==> src/sv/cwcs_pkg.sv <==
`default_nettype none
package cwcs_pkg;

  typedef enum logic [1:0] {
    OP_CLEAR  = 2'd0,
    OP_APPEND = 2'd1,
    OP_EVAL   = 2'd2
  } op_t;

  typedef enum logic [1:0] {
    CFG_WINDOW_VALUE = 2'd0,
    CFG_WINDOW_PCT   = 2'd1,
    CFG_BIN_MAP      = 2'd2,
    CFG_BIN_COUNT    = 2'd3
  } cfg_idx_t;

  localparam logic [1:0] STAT_OK        = 2'd0;
  localparam logic [1:0] STAT_EMPTY     = 2'd1;
  localparam logic [1:0] STAT_BAD_POS   = 2'd2;
  localparam logic [1:0] STAT_FULL      = 2'd3;

  localparam logic [7:0] SYM_A = 8'h41;
  localparam logic [7:0] SYM_C = 8'h43;
  localparam logic [7:0] SYM_G = 8'h47;
  localparam logic [7:0] SYM_T = 8'h54;

  localparam logic [2:0] IGNORED_CODE = 3'd4;
  localparam int         NUM_CODES    = 4;
  localparam int         Q_SHIFT      = 12;
  localparam logic [6:0] PCT_MAX      = 7'd100;

  // divide by PCT_MAX as multiply by ceil(2^37 / 100), then shift right by 37
  localparam logic [31:0] PCT_RECIP       = 32'h51EB_851F;
  localparam int          PCT_RECIP_SHIFT = 37;

  typedef enum logic {
    MDU_MUL,
    MDU_DIV
  } mdu_op_t;

  typedef struct packed {
    logic    go;
    mdu_op_t op;
  } mdu_req_t;

  typedef enum logic [3:0] {
    S_IDLE,
    S_WMUL,
    S_WDIV,
    S_WALK,
    S_DRAIN,
    S_SUMS,
    S_SSMUL,
    S_BIN,
    S_P1,
    S_P2,
    S_SQ,
    S_DEN,
    S_DIV
  } fsm_t;

endpackage
`default_nettype wire

==> src/sv/cwcs_mdu.sv <==
`default_nettype none
module cwcs_mdu #(
  parameter int AW = 39,
  parameter int BW = 38,
  parameter int NW = 88,
  parameter int DW = 58
) (
  input  wire logic               clk,
  input  wire logic               rst_n,
  input  wire cwcs_pkg::mdu_req_t req,
  input  wire logic [AW-1:0]      mul_a,
  input  wire logic [BW-1:0]      mul_b,
  input  wire logic [NW-1:0]      div_num,
  input  wire logic [DW-1:0]      div_den,
  output logic                    done,
  output logic [AW+BW-1:0]        prod,
  output logic [31:0]             quot
);
  import cwcs_pkg::*;

  localparam int MAXI = (NW > BW) ? NW : BW;
  localparam int CNTW = $clog2(MAXI + 1);

  logic            busy_r;
  mdu_op_t         op_r;
  logic [CNTW-1:0] cnt_r;
  logic [AW+BW-1:0] prod_r;
  logic [AW-1:0]   mcd_r;
  logic [BW-1:0]   mpl_r;
  logic [DW-1:0]   rem_r;
  logic [NW-1:0]   dvd_r;
  logic [DW-1:0]   dvs_r;
  logic [31:0]     q_r;
  logic            ovf_r;
  logic            done_r;

  logic [DW:0]     trial;
  logic            qbit;
  logic [DW:0]     diff;

  assign trial = {rem_r, dvd_r[NW-1]};
  assign qbit  = (trial >= {1'b0, dvs_r});
  assign diff  = trial - {1'b0, dvs_r};

  always_ff @(posedge clk) begin
    if (!rst_n) begin
      busy_r <= 1'b0;
      done_r <= 1'b0;
      cnt_r  <= '0;
      op_r   <= MDU_MUL;
    end else begin
      done_r <= 1'b0;
      if (req.go) begin
        busy_r <= 1'b1;
        op_r   <= req.op;
        prod_r <= '0;
        mcd_r  <= mul_a;
        mpl_r  <= mul_b;
        rem_r  <= '0;
        dvd_r  <= div_num;
        dvs_r  <= div_den;
        q_r    <= '0;
        ovf_r  <= 1'b0;
        cnt_r  <= (req.op == MDU_MUL) ? CNTW'(BW) : CNTW'(NW);
      end else if (busy_r) begin
        case (op_r)
          MDU_MUL: begin
            prod_r <= (prod_r << 1) + (mpl_r[BW-1] ? (AW+BW)'(mcd_r) : '0);
            mpl_r  <= mpl_r << 1;
          end
          MDU_DIV: begin
            rem_r <= qbit ? diff[DW-1:0] : trial[DW-1:0];
            dvd_r <= dvd_r << 1;
            q_r   <= {q_r[30:0], qbit};
            ovf_r <= ovf_r | q_r[31];
          end
          default: begin
          end
        endcase
        cnt_r <= cnt_r - 1'b1;
        if (cnt_r == CNTW'(1)) begin
          busy_r <= 1'b0;
          done_r <= 1'b1;
        end
      end
    end
  end

  assign done = done_r;
  assign prod = prod_r;
  assign quot = ovf_r ? '1 : q_r;

endmodule
`default_nettype wire

==> config.mk <==
export PLATFORM = sky130hd
export DESIGN_NAME = cwcs_mdu
export DESIGN_NICKNAME = d
export VERILOG_FILES = /design/src/sv/cwcs_pkg.sv /design/src/sv/cwcs_mdu.sv
export SDC_FILE = /design/constraint.sdc
export NUM_CORES = 1
export LEC_CHECK = 0
export BUFFER_PORTS_ARGS = -buffer_cell sky130_fd_sc_hd__buf_4
export CORE_AREA = 3 3 275 277
export CTS_BUF_LIST = sky130_fd_sc_hd__clkbuf_2
export DETAILED_ROUTE_END_ITERATION = 7
export DIE_AREA = 0 0 278 280
export GPL_TIMING_DRIVEN = 0
export SYNTH_ARGS = -nofsm -noshare
export SYNTH_HDL_FRONTEND = slang
export SYNTH_SLANG_ARGS = --single-unit
==> constraint.sdc <==
create_clock -name clk -period 18.7 [get_ports clk]
set_clock_uncertainty 0.05 [all_clocks]
set_input_delay 2.805 -clock clk [delete_from_list [all_inputs] [get_ports clk]]
set_output_delay 2.805 -clock clk [all_outputs]
set_load 0.03 [all_outputs]
==> results of run 1 <==
-- per-stage QoR --
step           hold WS, ps  cells  cell area (sq um)
4_1_cts                400   3453              27000
5_1_grt                441   3456              27000
2_1_floorplan          402   1949              22000
3_5_place_dp           420   3254              26000
6_report               394   3457              27000
3_3_place_gp           421   3242              25700
-- layer usage --
layer	up-vias	track usage	routed length (um)
met3	138	0.0528	4710
li1	8108	-	-
met1	8060	0.192	26500
met5	-	0	61
met2	521	0.253	29200
met4	10	0.0537	1760
-- kinds of logic after synthesis --
kind of cell    after synthesis
fa+ha+maj                   100
buf+inv                     186
simple gates                598
flops                       401
compound gates              423
xor+xnor                    115
mux                         126
-- sequential cells by signal (all words and copies together) (netlist names) --
name	cells
busy_r	1
done	1
op_r	1
dvd_r	88
prod	77
mpl_r	38
ovf_r	1
mcd_r	39
q_r	32
dvs_r	58
rem_r	58
cnt_r	7
-- how the worst min path moves through the flow --
stage / start / to / slack [ps] / depth (start not counted)
6_report: dvd_r[84] / dvd_r[85] / 390 / 1
5_1_grt: dvd_r[84] / dvd_r[85] / 440 / 1
4_1_cts: dvd_r[84] / dvd_r[85] / 400 / 1
3_5_place_dp: op_r / op_r / 420 / 2
3_3_place_gp: op_r / op_r / 420 / 2
2_1_floorplan: op_r / op_r / 400 / 2
-- cell type report --
type / instances / area (sq um)
Buffer: 87 / 377
Antenna cell: 4 / 10.0
Tap cell: 959 / 1200
Multi-Input combinational cell: 1362 / 9350
Sequential cell: 401 / 11900
Timing Repair Buffer: 346 / 2790
Clock buffer: 161 / 806
Clock inverter: 38 / 199
Inverter: 99 / 372
Fill cell: 7308 / 46000
-- critical path, cell delays in order (launching register included) --
cell and delay [ps]:
edfxtp_1 480, clkbuf_1 260, or2_2 360, buf_4 180
-- power by group --
part / leakage [nW] / switching, mW / internal, mW
combinational: 6.22 / 0.293 / 0.214
clock: 0.766 / 0.413 / 0.241
sequential: 3.81 / 0.0303 / 1.06
total: 10.8 / 0.736 / 1.52
-- Yosys cell counts, drive strengths merged, types with 7 or more instances --
library cell,number,share of area
o21a,13,0.0045
o21bai,16,0.0056
nor2b,50,0.014
o211ai,8,0.0036
nand4,22,0.0063
xnor2,76,0.030
nand3,39,0.0089
a31oi,9,0.0026
mux2,124,0.063
ha,98,0.056
or3,7,0.0020
xor2,39,0.016
nand2,170,0.029
dfxtp,10,0.0091
or2,36,0.010
and3,19,0.0055
buf,19,0.0055
nand2b,15,0.0043
nor2,144,0.025
o21ai,74,0.017
a21o,49,0.017
a21oi,167,0.038
nor3,22,0.0052
a211oi,30,0.010
and2,50,0.014
clkbuf,68,0.012
edfxtp,391,0.53
a2111oi,12,0.0060
inv,99,0.017
==> flow_summary.json, run 1 <==
{
  "grt_pass1_vias": 17300,
  "worst_pin_slew_ps": 1070,
  "setup-tns-final_ps": 0,
  "die_area_sq_mm": 0.0778,
  "synth_top_family_by_area": "simple AND/OR/NAND/NOR gates",
  "min_period_ps": 5360,
  "start_util": 0.301,
  "yosys_warnings": 0,
  "cp-end-kind": "primary output",
  "rsz0062_at_grt": "false",
  "synthArstFlopShare": 0,
  "cp-startpoint": "ovf_r",
  "drive_above_1_share": 0.289,
  "rows": 99,
  "synth-simple-area-share": 0.133,
  "cts-root-buf": "clkbuf_2",
  "grt_antenna_before_repair": 10,
  "cts_buffers": 115,
  "h-tree-depth": 3,
  "worstSetupPathType": "reg2out",
  "synth_edf_count": 391,
  "post_cts_buffers": 0,
  "synthXorXnorAreaFrac": 0.0457,
  "layout.cells.most_common_list": "391 x edfxtp_1, 339 x buf_4, 169 x nand2_1",
  "rr_startpoint": "mpl_r[37]",
  "synth-compound-area-share": 0.123,
  "post_drt_wl_per_cell_um": 18.0,
  "hold_viol": 0,
  "crit_end": "quot[16]",
  "synth.area.mux_share": 0.0643,
  "dr.pass1.iters": 5,
  "required_ps": 15850,
  "cts_resized": 0,
  "synth.net_count": 2276,
  "cts.path.max_buffers": 3,
  "synthAdderAreaFrac": 0.0575,
  "worstPathArrival_ps": 2500,
  "powerDensity_mw_per_mm2": 83.3,
  "synth_cells": 1949,
  "pre_cts_ws_ps": 12380,
  "grt_pass1_wl_um": 95700,
  "fin_ws_ps": 13340,
  "leakage_nw": 10.8,
  "status": "complete, no violations",
  "maxCapViolCount": 0,
  "vias_per_cell": 4.87,
  "core-area_sq_mm": 0.0731,
  "routed-via-count": 16800,
  "hold_path.class": "reg2reg",
  "globalplace.congestion": 0.893,
  "netlist_area_sq_mm": 0.0220,
  "grt_max_degree": 53,
  "ctsHoldBuffers": 0,
  "drt-initial-drc-count": 1083,
  "overflow": 0,
  "synth-seq-cells": 401,
  "ys_types": 84,
  "clkSinkCount": 401,
  "r2r-end": "prod[67]",
  "postLayoutCoreUtil": 0.370,
  "min_period_over_period": 0.286,
  "postRouteWirelength_um": 62100,
  "finalPower_mw": 2.25,
  "clk_pin_slew_worst_paths_ps": 110,
  "numPortBuffers": 334,
  "grt.total_usage": 0.155,
  "place_hpwl_um": 45900,
  "die_w_um": 278,
  "r2r_cells": 16,
  "io_pins": 337,
  "drc": 0,
  "die_h_um": 280,
  "final_common_cell": "edfxtp_1",
  "ant_nets": 0,
  "layout.nets": 2739,
  "relSlewSlack": 0.290,
  "ys_seq_area_frac": 0.542,
  "vdd_drop_max_mv": 0.0401,
  "final_max_slew_viol_count": 0,
  "syn_to_final_growth_pct": 22.8,
  "max_freq_ghz": 0.187,
  "tritoncts": "done",
  "cp_max_fo": 10,
  "clock_latency_ps": 1150,
  "cp-start-kind": "register",
  "setup_viol": 0,
  "avgSynthCellArea_sq_um": 11.3,
  "ys.flop_type": "edfxtp_1",
  "r2r_slack_ps": 13980
}
No activity file was read; power rests on OpenSTA's default activity.
==> run 2: changes to the inputs <==
Clock period 18.7 ns to 5.4 ns, I/O delays scaled along.
==> flow_summary.json, run 2 (synthesized netlist as in run 1, its figures left out) <==
{
  "status": "complete, no violations",
  "final_common_cell": "edfxtp_1",
  "pre_cts_ws_ps": 646,
  "cp-startpoint": "mpl_r[37]",
  "grt_pass1_vias": 18800,
  "vias_per_cell": 4.85,
  "cp-start-kind": "register",
  "powerDensity_mw_per_mm2": 271,
  "max_freq_ghz": 0.210,
  "clock_latency_ps": 1150,
  "ant_nets": 0,
  "min-delay-start": "div_den[33]",
  "fin_ws_ps": 636,
  "drive_above_1_share": 0.265,
  "leakage_nw": 11.8,
  "tritoncts": "done",
  "cp_max_fo": 10,
  "drt-initial-drc-count": 1106,
  "rsz0062_at_grt": "false",
  "top_register": "dvd_r",
  "fill_cells": 7093,
  "numPortBuffers": 334,
  "drc": 0,
  "final_cell_area_sq_mm": 0.0293,
  "cts.path.max_buffers": 3,
  "grt_pass1_wl_um": 102000,
  "rr_startpoint": "mpl_r[37]",
  "hold_path.class": "in2reg",
  "min_period_ps": 4760,
  "vdd_drop_max_mv": 0.152,
  "die_w_um": 278,
  "rows": 99,
  "die_area_sq_mm": 0.0778,
  "grt.total_usage": 0.164,
  "postRouteWirelength_um": 65300,
  "worstPathArrival_ps": 5550,
  "die_h_um": 280,
  "cts_buffers": 111,
  "r2r_slack_ps": 640,
  "clkSinkCount": 401,
  "seq_area_sq_mm": 0.0119,
  "place_hpwl_um": 46300,
  "setup_viol": 0,
  "syn_to_final_growth_pct": 33.2,
  "core-area_sq_mm": 0.0731,
  "overflow": 0,
  "hold_path_end": "dvs_r[33]",
  "largest_reg_flops": 88,
  "io_pins": 337,
  "relSlewSlack": 0.284,
  "multiInputGateArea_sq_mm": 0.00935,
  "h-tree-depth": 3,
  "post_drt_wl_per_cell_um": 17.7,
  "cts_resized": 0,
  "r2r_cells": 15,
  "layout.nets": 2961,
  "grt_max_degree": 58,
  "worstSetupPathType": "reg2reg",
  "dr.pass1.iters": 6,
  "min_path_cells": 2,
  "maxCapViolCount": 0,
  "finalPower_mw": 7.95,
  "final_max_slew_viol_count": 0,
  "grt_antenna_before_repair": 7,
  "clk_pin_slew_worst_paths_ps": 110,
  "cp-end-kind": "register",
  "worst_pin_slew_ps": 1070,
  "routed-via-count": 17900,
  "cts-root-buf": "clkbuf_2",
  "hold_viol": 0,
  "globalplace.congestion": 0.922,
  "required_ps": 6180,
  "layout.cells.most_common_list": "391 x edfxtp_1, 339 x buf_4, 226 x dlygate4sd3_1",
  "start_util": 0.301,
  "min_period_over_period": 0.882,
  "post_dp_cell_area_sq_mm": 0.0260,
  "r2r-end": "prod[29]"
}
-- run 2: changes by cell type in the layout (fill, tap and decap cells not counted), moves of 2 or more --
cell / before / now
clkbuf_2: 162 / 160
clkinv_1: 26 / 31
dlygate4sd3_1: 0 / 226
clkinv_2: 5 / 10
-- run 2: report_power, final --
group	switching (mW)	leakage [nW]	internal (mW)	total, mW
registers	0.105	3.81	3.68	3.78
logic	1.07	7.17	0.848	1.91
clock network	1.42	0.781	0.829	2.25
total	2.59	11.8	5.36	7.95
-- run 2: metal layers --
metal | wire length, um | global-route usage | up-vias
li1 | - | - | 8565
met1 | 27600 | 0.201 | 8617
met3 | 4460 | 0.0444 | 141
met4 | 2290 | 0.0731 | 8
met2 | 30900 | 0.271 | 583
met5 | 50 | 0 | -
-- run 2: how the worst max path moves through the flow --
stage | end | cells past startpoint
after detailed placement | prod[75] | 16
final | prod[29] | 15
after global placement | prod[21] | 4
after global routing | prod[67] | 16
after CTS | prod[29] | 15
after floorplan | mpl_r[0] | 4
-- run 2: stage by stage --
stage	std cells	TNS, ps	utilization	hold slack (ps)
detailed placement	3254	0	0.356	429
global placement	3242	-674400	0.352	419
global route	3689	0	0.401	178
floorplan	1949	0	-	402
finish	3690	0	0.401	355
CTS	3687	0	0.401	132
-- run 2: cell type report --
type / instances / area share
Sequential cell: 401 / 0.407
Inverter: 99 / 0.0127
Clock buffer: 159 / 0.0271
Multi-Input combinational cell: 1362 / 0.319
Tap cell: 959 / 0.0409
Buffer: 87 / 0.0128
Antenna cell: 3 / 0.000256
Timing Repair Buffer: 572 / 0.172
Clock inverter: 48 / 0.00768
-- run 2: timing repair --
action / 4_1_cts / 5_1_grt
hold buffers: 226 / 0
hold endpoints to repair: 233 / 0
buffers inserted: 0 / 0
-- run 2: critical path, cell delays in order, from the launching register on --
cell,delay (ps)
edfxtp_1,520
clkbuf_1,240
clkbuf_1,260
and2_1,230
ha_1,220
fa_1,420
a21o_1,190
a21oi_2,190
o211ai_1,210
a211oi_2,480
o31ai_1,210
a31o_2,320
a221o_1,350
a221oi_2,310
xor2_1,190
nor2_1,60
==> run 3: changes to the inputs <==
Settings changed: PLACE_DENSITY from default to 0.52.
==> flow_summary.json, run 3 (synthesized netlist as in run 1, its figures left out) <==
{
  "cp-end-kind": "register",
  "worst_pin_slew_ps": 983,
  "place_hpwl_um": 45900,
  "globalplace.congestion": 0.902,
  "die_h_um": 280,
  "cp_max_fo": 10,
  "routed-via-count": 17700,
  "drt-initial-drc-count": 916,
  "top_register": "dvd_r",
  "hold_viol": 0,
  "worstPathArrival_ps": 5680,
  "max_freq_ghz": 0.205,
  "clk_pin_slew_worst_paths_ps": 120,
  "largest_reg_flops": 88,
  "syn_to_final_growth_pct": 33.8,
  "vdd_drop_max_mv": 0.130,
  "postLayoutCoreUtil": 0.403,
  "post_dp_cell_area_sq_mm": 0.0260,
  "required_ps": 6200,
  "min_period_ps": 4880,
  "clock_latency_ps": 1160,
  "hold_path_end": "dvs_r[17]",
  "final_common_cell": "edfxtp_1",
  "grt_pass1_vias": 18500,
  "maxCapViolCount": 0,
  "core-area_sq_mm": 0.0731,
  "cts_buffers": 117,
  "cts-root-buf": "clkbuf_2",
  "min_period_over_period": 0.904,
  "cts.path.max_buffers": 3,
  "numPortBuffers": 334,
  "die_area_sq_mm": 0.0778,
  "vias_per_cell": 4.78,
  "layout.cells.most_common_list": "391 x edfxtp_1, 339 x buf_4, 226 x dlygate4sd3_1",
  "fill_cells": 7167,
  "status": "complete, no violations",
  "clkSinkCount": 401,
  "h-tree-depth": 3,
  "finalPower_mw": 8.19,
  "rows": 99,
  "relSlewSlack": 0.345,
  "grt_max_degree": 53,
  "grt_antenna_before_repair": 7,
  "setup_viol": 0,
  "grt_use_met1": 0.210,
  "r2r_cells": 16,
  "post_drt_wl_per_cell_um": 17.4,
  "cp-start-kind": "register",
  "r2r_slack_ps": 520,
  "start_util": 0.301,
  "post_cts_buffers": 0,
  "hold_path.class": "in2reg",
  "worstSetupPathType": "reg2reg",
  "ant_nets": 0,
  "powerDensity_mw_per_mm2": 278,
  "multiInputGateArea_sq_mm": 0.00935,
  "postRouteWirelength_um": 64500,
  "seq_area_sq_mm": 0.0119,
  "final_max_slew_viol_count": 0,
  "die_w_um": 278,
  "io_pins": 337,
  "leakage_nw": 11.8,
  "dr.pass1.iters": 6,
  "drive_above_1_share": 0.268,
  "r2r-end": "prod[75]",
  "busiest_layer": "met2",
  "drc": 0,
  "gr-usage-met2": 0.266,
  "grt.total_usage": 0.163,
  "min_path_cells": 2,
  "met3_usage": 0.0437,
  "tritoncts": "done",
  "overflow": 0,
  "min-delay-start": "div_den[17]",
  "rr_startpoint": "mpl_r[37]",
  "rsz0062_at_grt": "false",
  "final_cell_area_sq_mm": 0.0295,
  "grt_pass1_wl_um": 102000,
  "layout.nets": 2968
}
==> run 3: cell count changes in the layout (fill, tap and decap cells not counted), sizes merged <==
cell / previous run / this run
bufinv: 0 / 4
inv: 105 / 101
buf: 365 / 366
clkinv: 42 / 39
clkbuf: 227 / 234
diode: 3 / 6
==> run 3: layer usage <==
| metal | share of wire | wire [um] | vias to the layer above |
|---|---|---|---|
| li1 | - | - | 8580 |
| met4 | 0.028 | 1780 | 2 |
| met2 | 0.47 | 30100 | 496 |
| met3 | 0.061 | 3940 | 130 |
| met5 | 0.00020 | 13 | - |
| met1 | 0.45 | 28700 | 8485 |
==> run 3: worst max path at each step <==
stage	startpoint	endpoint	depth (start not counted)
after floorplan	req[1]	mpl_r[0]	4
after global placement	req[1]	prod[21]	4
after detailed placement	mpl_r[37]	prod[75]	16
after CTS	mpl_r[37]	prod[75]	16
after global routing	mpl_r[37]	prod[67]	16
final	mpl_r[37]	prod[75]	16
==> run 3: metrics by stage <==
stage | setup WS (ps) | hold slack [ps] | std cells | setup TNS (ps)
after floorplan | 137 | 402 | 1949 | 0
after global placement | -2640 | 415 | 3242 | -745740
after detailed placement | 492 | 432 | 3255 | 0
after CTS | 324 | 81.9 | 3692 | 0
after global routing | 65.7 | 91.8 | 3696 | 0
final | 521 | 324 | 3698 | 0
==> run 3: area by class of cell <==
| type | count | share of cell area |
|---|---|---|
| buffer | 87 | 0.0128 |
| sequential | 401 | 0.405 |
| clock inverter | 45 | 0.0107 |
| clock buffer | 166 | 0.0282 |
| antenna | 6 | 0.000510 |
| inverter | 99 | 0.0126 |
| tap | 959 | 0.0407 |
| timing repair buffer | 573 | 0.172 |
| multi-input combinational | 1362 | 0.317 |
==> run 3: critical path: stages (launching register included) <==
cell,delay [ps]
edfxtp_1,540
clkbuf_1,310
clkbuf_1,330
and2_1,230
ha_1,220
fa_1,420
a21o_1,190
a21oi_2,190
o211ai_1,180
a211oi_2,450
o2bb2ai_2,160
o211a_1,260
o2111ai_1,440
buf_2,320
nor3_1,90
xnor2_1,150
nor2_1,60
==> run 3: power by group <==
part | total [mW] | internal [mW] | leakage, nW | switching (mW)
Combinational | 1.90 | 0.848 | 7.17 | 1.05
Clock | 2.51 | 1.05 | 0.845 | 1.46
Sequential | 3.78 | 3.68 | 3.81 | 0.104
==> run 3: repair_timing <==
action / 4_1_cts / 5_1_grt
resized for setup: 0 / 0
hold endpoints to repair: 236 / 0
hold buffers: 226 / 0
